**config.mk**
```make
export PLATFORM = sky130hd
export DESIGN_NAME = cbp_cfg
export DESIGN_NICKNAME = d
export VERILOG_FILES = /design/src/hw/rtl/cbp_pkg.sv /design/src/hw/rtl/cbp_cfg.sv
export SDC_FILE = /design/constraint.sdc
export NUM_CORES = 1
export LEC_CHECK = 0
export ABC_AREA = 1
export CAP_MARGIN = 10
export CELL_PAD_IN_SITES_DETAIL_PLACEMENT = 1
export CELL_PAD_IN_SITES_GLOBAL_PLACEMENT = 2
export CORE_MARGIN = 2
export CORE_UTILIZATION = 33
export DETAILED_ROUTE_END_ITERATION = 6
export DONT_BUFFER_PORTS = 1
export PLACE_DENSITY = 0.86
export RECOVER_POWER = 50
export SYNTH_ARGS = -nofsm -noshare
export SYNTH_HDL_FRONTEND = slang
export SYNTH_SLANG_ARGS = --single-unit
```
**constraint.sdc**
```tcl
create_clock -name clk -period 2.4 [get_ports clk]
set_clock_uncertainty 0.1 [all_clocks]
set_input_delay 0.6 -clock clk [delete_from_list [all_inputs] [get_ports clk]]
set_output_delay 0.6 -clock clk [all_outputs]
set_load 0.02 [all_outputs]
```
**src/hw/rtl/cbp_pkg.sv**
```systemverilog
// ----------------------------------------------------------------------------
// cbp_pkg
// Shared constants and register map of the cubic Bezier point evaluator.
// ----------------------------------------------------------------------------
`default_nettype none

package cbp_pkg;

  localparam int NUM_REGS  = 8;
  localparam int IDX_BITS  = $clog2(NUM_REGS);
  localparam int ADDR_BITS = IDX_BITS + 2;
  localparam int DATA_BITS = 32;

  // register map, one word per register
  typedef enum logic [IDX_BITS-1:0] {
    REG_X0 = 3'd0,
    REG_Y0 = 3'd1,
    REG_X1 = 3'd2,
    REG_Y1 = 3'd3,
    REG_X2 = 3'd4,
    REG_Y2 = 3'd5,
    REG_X3 = 3'd6,
    REG_Y3 = 3'd7
  } reg_idx_t;

endpackage

`default_nettype wire

```
**src/hw/rtl/cbp_cfg.sv**
```systemverilog
// ----------------------------------------------------------------------------
// cbp_cfg
// APB register file holding the four control points.
// ----------------------------------------------------------------------------
`default_nettype none

module cbp_cfg
  import cbp_pkg::*;
#(
  parameter int COORD_BITS = 7
) (
  input  wire logic                                  clk,
  input  wire logic                                  rst_n,
  input  wire logic                                  psel,
  input  wire logic                                  penable,
  input  wire logic                                  pwrite,
  input  wire logic [ADDR_BITS-1:0]                  paddr,
  input  wire logic [DATA_BITS-1:0]                  pwdata,
  output logic      [DATA_BITS-1:0]                  prdata,
  output logic                                       pready,
  output logic      [NUM_REGS-1:0][COORD_BITS-1:0]   coord
);

  logic [NUM_REGS-1:0][COORD_BITS-1:0] regs_r;
  logic [IDX_BITS-1:0]                 idx;
  logic                                wr_en;

  assign idx    = paddr[ADDR_BITS-1:2];
  assign wr_en  = psel && penable && pwrite;
  assign pready = 1'b1;
  assign prdata = {{(DATA_BITS-COORD_BITS){1'b0}}, regs_r[idx]};
  assign coord  = regs_r;

  always_ff @(posedge clk) begin
    if (!rst_n) begin
      regs_r <= '0;
    end else if (wr_en) begin
      regs_r[idx] <= pwdata[COORD_BITS-1:0];
    end
  end

endmodule

`default_nettype wire

```
---- Word-level counts from Yosys, hierarchy flattened ----
Index checks and enable logic that the tools add are counted.
storage, ports and cells
  output and inout bits ................... 89
  word-level logic and storage cells ...... 18
  register bits ........................... 56
cells by class
  muxes and demuxes ....................... 5
  reduce and logical (&&, ||, !) cells .... 3
  magnitude comparators ................... 2
operators by type and width
  kind                  number
  $bwmux W56            1
  $bmux W7 S3           1
  $demux W7 S3          1
  $mux W7               2
  $lt A3 B4 Y1 const B  1
  $ge A3 B1 Y1 const B  1
  $logic_and A1 B1 Y1   3

---- Longest topological paths before layout ----
Gate-level depths: netlist of the first run.
  depth in word-level cells ............... 5
  depth in mapped cells ................... 9
  depth with buffers taken out ............ 7

---- Least setup slack after synthesis of the first run ----
OpenSTA, ideal clock, no wires.
  path type ............................... input-to-output
  from .................................... input port paddr[2]
  to ...................................... output port prdata[2]
  setup slack ............................. 0.328 ns
  path buffers ............................ 2
  arrival time ............................ 1.372 ns
  stages .................................. 9
  path through ............................ buf_4 -> clkinv_2 -> buf_2 -> nand2_1 -> nand2_1 -> nand2_1 -> nand2_1 -> nand2_1 -> nand2_1
between the ends
  longest elaborated chain between the ends .. 2
RTL lines
  element                        RTL line       source
  start: declaration             cbp_cfg.sv:17  input wire logic [ADDR_BITS-1:0] paddr,
  $bmux W7 S3                    cbp_cfg.sv:31  assign prdata = {{(DATA_BITS-COORD_BITS){1'b0}}, regs_r[idx]};
  $mux W7 (not written as such)  cbp_cfg.sv:31
  end: declaration               cbp_cfg.sv:19  output logic [DATA_BITS-1:0] prdata,
No other way between the ends. The select of a mux whose other input is x is not followed.

---- Worst setup path in the final report of the first run ----
Same ends and word-level chain as after synthesis.

==> results of run 1 <==
==> final timing paths <==
kind,end,slack (ns),cells past startpoint
max,prdata[2],0.24,8
min,coord[5]$_SDFFE_PN0P_,0.32,2
max reg2reg,coord[44]$_SDFFE_PN0P_,1.53,2
min reg2reg,coord[9]$_SDFFE_PN0P_,0.50,2
==> cell usage in the layout (no fill, tap or decap) <==
cell	instances
nand3_1	36
inv_1	9
clkbuf_1	2
buf_4	4
nor2_2	5
nor2_1	123
clkbuf_8	6
conb_1	26
clkinv_2	1
nand4_1	2
inv_2	2
nand2_1	228
dfxtp_1	56
==> critical path: stages <==
cell      delay (ns)
clkinv_2        0.04
buf_4           0.20
nand2_1         0.08
nand2_1         0.09
nand2_1         0.06
nand2_1         0.07
nand2_1         0.10
nand2_1         0.20
==> per-layer routing <==
layer  GRT usage, %  up-vias
met5              0        -
met4           2.81        0
met3           5.13        5
met2           32.9       80
met1           23.5     1354
li1               -     1469
==> power by group <==
group	internal (uW)	switching [uW]	total [uW]
logic	36.5	131	167
clock network	237	305	542
registers	941	26.2	967
==> area by class of cell <==
class	count	share of cell area [%]
multi-input combinational	420	53.5
sequential	56	36.6
tap	111	4.53
clock buffer	8	2.94
inverter	12	1.51
timing repair buffer	4	0.980
==> logic make-up (layout without fill, tap and decap cells) <==
| family | Yosys count | after routing | share of synthesized area, % |
|---|---|---|---|
| other cells | 2 | 26 | 0.242 |
| buf+inv | 62 | 24 | 12.6 |
| flops | 56 | 56 | 36.1 |
| simple gates | 394 | 394 | 51.0 |
==> Yosys cell counts <==
cell,instances,area [sq um]
buf_2,7,35.0
inv_1,8,30.0
inv_2,2,7.51
dfxtp_1,56,1120
nand2_1,228,856
buf_6,3,33.8
nand3_1,35,175
inv_4,1,6.26
nor2_1,119,447
buf_1,2,7.51
clkinv_2,1,5.00
nor2_4,4,45.0
nand4_1,2,12.5
nor2_2,5,31.3
conb_1,2,7.51
buf_4,33,248
nand3_4,1,17.5
clkbuf_1,5,18.8
==> through the flow <==
stage	area [sq um]	setup slack [ns]	total power, uW	utilization, %
after floorplan	3190	0.328	1180	-
after global placement	3020	0.306	1160	32.8
after detailed placement	3020	0.281	1160	32.8
after CTS	3110	0.247	1700	33.8
after global routing	3070	0.137	1750	33.3
final	3070	0.244	1680	33.3
==> out/metrics.cfg, run 1 <==
[cts]
clock-sinks = 56
cts_max_level = 2
ctsResizeCount = 0
cts_made_buffers = 5
cts_tree = yes
postCtsSetupRepairBufs = 0
cts_buffer_depth = 2
clockRootBuffer = clkbuf_8
clock_latency_ns = 0.30
path_clk_slew_ns = 0.10
ctsHoldBuffers = 0

[cells_and_area]
area_growth_pct = -1.25
layout-drive-gt1-share_pct = 3.60
antennaDiodeCount = 0
seq_area_sq_um = 1120
fin_nets = 541
fin_cells = 611
multiInputGateArea_sq_um = 1640
fill_cells = 1238
largest_reg_flops = 56

[routing]
wirelength_mm = 9.62
num_vias = 2908
wire_per_inst_um = 15.8
ant_nets = 0
drt_iter0_drc = 114
met2_length_mm = 4.56
drt_pass1_iterations = 4
drc = 0
routed-wl-met3_um = 755
met1Wirelength_mm = 4.25
top_layer = met4
via_per_inst = 4.76

[synthesis]
seq_area_frac_synth_pct = 36.1
synth_cell_types = 18
syn_avg_cell_area_sq_um = 6.04
yosys_warnings = 0
synthCells = 514
netlist_area_sq_um = 3100
synth_seq_cells = 56

[worst_setup_path]
reg2reg_from = coord[44]$_SDFFE_PN0P_
setup.worst_path.start_class = primary input
cp_max_fo = 37
cp.required_ns = 1.70
cp_data_arrival_time_ns = 1.46
end_kind = output port
criticalPathCategory = in2out
worstSetupStartpoint = paddr[2]

[run]
maxCapViolCount = 0

[floorplan]
dieArea_sq_um = 10200
chipHeight_um = 101
row_count = 35
core_area_sq_um = 9200
start_util_pct = 33.8
pin_count = 131
die_w_um = 101

[run_status]
status = completed

[power]
total_leakage_power_uw = 0.00145
p_per_area_nw_per_um2 = 547
peakVddDrop_v = 0.000212

[timing]
hold_ws_ns = 0.320
finalSetupViolCount = 0
hold_viol = 0
period_share_pct = 89.8
min_period_ns = 2.16
slew_violations = 0
max_slew_margin_pct = 40.6
fmax_mhz = 464
finalSetupTns_ns = 0
rsz0062_at_grt = no
tightestPinTransition_ns = 0.888

[grt]
grt_antenna_before_repair = 0
grtUsageTotal_pct = 18.8
grt_max_degree = 57
grt.overflow.total = 0
grt_first_pass_wirelength_mm = 14.8
grt_pass1_vias = 2814

[place]
dp_hpwl_mm = 6.83
portBuffers = 0
gp_congestion = 0.764
dp.cells = 603

[min_path]
hp-start = rst_n
holdCritPathClass = in2reg

(Power assumes the default switching activity.)
==> run 2, diff against run 1 <==
- CORE_UTILIZATION: 33 -> 25
- PLACE_DENSITY: 0.86 -> 0.69
==> out/metrics.cfg, run 2 (synthesis results as in run 1) <==
[run_status]
status = completed

[routing]
num_vias = 2897
ant_nets = 0
drt_iter0_drc = 127
drc = 0
wire_per_inst_um = 15.7
drt_pass1_iterations = 4
via_per_inst = 4.34
wirelength_mm = 10.5

[timing]
max_slew_margin_pct = 43.7
period_share_pct = 91.8
fmax_mhz = 454
rsz0062_at_grt = no
tightestPinTransition_ns = 0.842
slew_violations = 0
fin_ws_ns = 0.198
min_period_ns = 2.20
finalSetupViolCount = 0
finalSetupTns_ns = 0
hold_viol = 0

[cts]
cts_buffer_depth = 2
cts_max_level = 2
clock_latency_ns = 0.29
clockRootBuffer = clkbuf_16
cts_tree = yes
path_clk_slew_ns = 0.07
clock-sinks = 56
postCtsSetupRepairBufs = 0
cts_made_buffers = 5
ctsResizeCount = 0
ctsHoldBuffers = 0

[power]
p_per_area_nw_per_um2 = 590
total_leakage_power_uw = 0.00147
peakVddDrop_v = 0.000228
total_power_uw = 1890

[cells_and_area]
layout-drive-gt1-share_pct = 3.21
final_common_cell = nand2_1
antennaDiodeCount = 0
final_cell_mix = 228 x nand2_1, 124 x nor2_1, 56 x dfxtp_1
fill_cells = 1576
area_growth_pct = 3.06
fin_nets = 540
seq_area_sq_um = 1120
multiInputGateArea_sq_um = 1640
largest_reg_flops = 56

[place]
dp_hpwl_mm = 7.55
pre_cts_slack_ns = 0.256
gp_congestion = 0.767
portBuffers = 0

[worst_setup_path]
regToRegSetupSlack_ns = 1.50
reg2reg_depth = 2
reg2reg_from = coord[26]$_SDFFE_PN0P_
worstSetupStartpoint = paddr[3]
end_kind = output port
criticalPathCategory = in2out
reg2reg_to = coord[26]$_SDFFE_PN0P_
cp_data_arrival_time_ns = 1.50
setup.worst_path.start_class = primary input
cp_max_fo = 22
critPathCapture = prdata[3]
cp.required_ns = 1.70

[min_path]
hp-start = rst_n
holdCritPathClass = in2reg

[grt]
grt_antenna_before_repair = 0
grt_first_pass_wirelength_mm = 16.2
grt_pass1_vias = 2956
grt_max_degree = 57
grt.overflow.total = 0
grtUsageTotal_pct = 16.0

[floorplan]
chipHeight_um = 115
dieArea_sq_um = 13300
start_util_pct = 25.7
pin_count = 131
row_count = 40
die_w_um = 115
core_area_sq_um = 12100

[run]
maxCapViolCount = 0

## run 2: changes by cell type in the layout (fill, tap and decap cells not counted), sizes merged
| cell | delta |
|---|---|
| buf | -2 |
| clkbuf | +1 |
## run 2: worst min path at each step
stage,to,cells past startpoint
2_1_floorplan,coord[40]$_SDFFE_PN0P_,2
3_3_place_gp,coord[43]$_SDFFE_PN0P_,2
3_5_place_dp,coord[11]$_SDFFE_PN0P_,2
4_1_cts,coord[41]$_SDFFE_PN0P_,2
5_1_grt,coord[49]$_SDFFE_PN0P_,2
6_report,coord[13]$_SDFFE_PN0P_,2
## run 2: metal layers
layer | up-vias | wire [um] | share of wire, % | global-route usage (%)
met5 | - | 0 | 0 | 0
met2 | 72 | 4970 | 47 | 26.7
li1 | 1469 | - | - | -
met1 | 1349 | 4710 | 45 | 20.6
met4 | 0 | 75 | 0.72 | 3.13
met3 | 7 | 705 | 6.7 | 4.81
## run 2: report_power, final
part	leakage, uW	switching, uW	internal (uW)	total, uW
registers	0.000452	26.9	941	967
logic	0.000948	132	37.3	170
clock network	0.0000712	334	418	752
total	0.00147	493	1400	1890
## run 2: cell type report
cell class                 instances  share of cell area (%)
multi-input combinational        420                    51.3
sequential                        56                    35.0
tap                              168                    6.57
clock buffer                       8                    4.58
inverter                          12                    1.53
timing repair buffer               3                   0.978
## run 2: critical path, cell delays in order
cell	delay (ns)
inv_1	0.38
nand2_1	0.12
nand2_1	0.09
nand2_1	0.11
nand2_1	0.20
## run 2: metrics by stage
| step | instance area, sq um | hold slack [ns] | instances | util (%) |
|---|---|---|---|---|
| floorplan | 3190 | 0.469 | 538 | - |
| global placement | 3100 | 0.487 | 659 | 25.7 |
| detailed placement | 3100 | 0.489 | 659 | 25.7 |
| CTS | 3240 | 0.321 | 667 | 26.9 |
| global route | 3200 | 0.320 | 667 | 26.5 |
| finish | 3200 | 0.330 | 667 | 26.5 |
==> run 3, diff against run 2 <==
- CORE_MARGIN: 2 -> 4
- SLEW_MARGIN: default -> 20
==> out/metrics.cfg, run 3 (synthesis results as in run 1) <==
[run_status]
status = completed

[worst_setup_path]
reg2reg_to = coord[27]$_SDFFE_PN0P_
setup.worst_path.start_class = primary input
regToRegSetupSlack_ns = 1.51
cp_data_arrival_time_ns = 1.48
end_kind = output port
reg2reg_depth = 2
worstSetupStartpoint = paddr[3]
reg2reg_from = coord[27]$_SDFFE_PN0P_
cp.required_ns = 1.70
cp_max_fo = 22
critPathCapture = prdata[3]
criticalPathCategory = in2out

[routing]
via_per_inst = 4.39
wire_per_inst_um = 16.3
ant_nets = 0
drt_pass1_iterations = 4
wirelength_mm = 10.8
drc = 0
num_vias = 2926
drt_iter0_drc = 129

[cts]
ctsResizeCount = 0
postCtsSetupRepairBufs = 0
cts_made_buffers = 5
cts_max_level = 2
clockRootBuffer = clkbuf_16
path_clk_slew_ns = 0.07
clock_latency_ns = 0.29
cts_buffer_depth = 2
clock-sinks = 56
ctsHoldBuffers = 0
cts_tree = yes

[cells_and_area]
final_common_cell = nand2_1
final_cell_mix = 228 x nand2_1, 123 x nor2_1, 56 x dfxtp_1
area_growth_pct = 2.86
layout-drive-gt1-share_pct = 3.61
largest_reg_flops = 56
fin_cells = 667
fill_cells = 1563
antennaDiodeCount = 0
fin_nets = 540

[floorplan]
chipHeight_um = 119
start_util_pct = 25.7
dieArea_sq_um = 14300
pin_count = 131
die_w_um = 119
row_count = 40
core_area_sq_um = 12100

[power]
swShare_pct = 26.4
power.switching_uw = 500
clockPowerShare_pct = 40.0
seq_power_share_pct = 51.1
pwr-share-comb_pct = 9.0
p_int_uw = 1390
p_per_area_nw_per_um2 = 593
total_leakage_power_uw = 0.00147
peakVddDrop_v = 0.000235

[timing]
fin_ws_ns = 0.216
hold_viol = 0
rsz0062_at_grt = no
tightestPinTransition_ns = 0.926
period_share_pct = 91.0
max_slew_margin_pct = 38.0
slew_violations = 0
finalSetupTns_ns = 0
fmax_mhz = 458
min_period_ns = 2.18
finalSetupViolCount = 0

[place]
dp.cells = 659
pre_cts_slack_ns = 0.254
gp_congestion = 0.774
portBuffers = 0
dp_hpwl_mm = 7.74

[grt]
grt_antenna_before_repair = 0
grtUsageTotal_pct = 15.0
grt_first_pass_wirelength_mm = 16.6
grt_max_degree = 57
grt.overflow.total = 0
grt_pass1_vias = 2889

[run]
maxCapViolCount = 0

[min_path]
holdCritPathClass = in2reg

run 3: changes by cell type in the layout (fill, tap and decap cells not counted):
cell      change
buf_4         +2
buf_12        -1
clkbuf_1      -1
nor2_1        -1
nor2_2        +1
run 3: cell type report:
| class | count | area, sq um | share of cell area [%] |
|---|---|---|---|
| tap | 168 | 210 | 6.58 |
| timing repair buffer | 3 | 22.5 | 0.705 |
| clock buffer | 8 | 146 | 4.58 |
| inverter | 12 | 48.8 | 1.53 |
| sequential | 56 | 1120 | 35.1 |
| multi-input combinational | 420 | 1640 | 51.5 |
run 3: through the flow:
stage / instance area (sq um) / util (%) / hold WS [ns] / power (uW)
finish: 3190 / 26.5 / 0.329 / 1890
global route: 3190 / 26.5 / 0.319 / 1990
CTS: 3230 / 26.8 / 0.323 / 1930
detailed placement: 3080 / 25.6 / 0.494 / 1170
global placement: 3080 / 25.6 / 0.488 / 1160
floorplan: 3190 / - / 0.469 / 1180
run 3: metal layers:
layer  GRT usage [%]  vias to the layer above  wire (um)
met1            19.7                     1366       4920
met5               0                        -          0
met2            24.1                       82       5020
li1                -                     1467          -
met3            4.70                       11        761
met4            3.29                        0        139
run 3: worst max-delay path, cell delays in order:
cell and delay (ns):
inv_1 0.39, nand2_1 0.11, nand2_1 0.08, nand2_1 0.10, nand2_1 0.20
run 3: worst min-delay path by stage:
stage                      startpoint                      to  cells after the start
6_report                        rst_n  coord[54]$_SDFFE_PN0P_                      2
5_1_grt                         rst_n  coord[51]$_SDFFE_PN0P_                      2
4_1_cts                         rst_n  coord[13]$_SDFFE_PN0P_                      2
3_5_place_dp   coord[15]$_SDFFE_PN0P_  coord[15]$_SDFFE_PN0P_                      2
3_3_place_gp   coord[44]$_SDFFE_PN0P_  coord[44]$_SDFFE_PN0P_                      2
2_1_floorplan  coord[40]$_SDFFE_PN0P_  coord[40]$_SDFFE_PN0P_                      2
run 3: power groups by stage:
stage / Sequential [uW] / Combinational (uW) / Clock [uW]
after floorplan: 985 / 198 / 0
after CTS: 968 / 175 / 786
final: 967 / 170 / 757
after global placement: 990 / 170 / 0
after global routing: 969 / 192 / 828
after detailed placement: 990 / 175 / 0
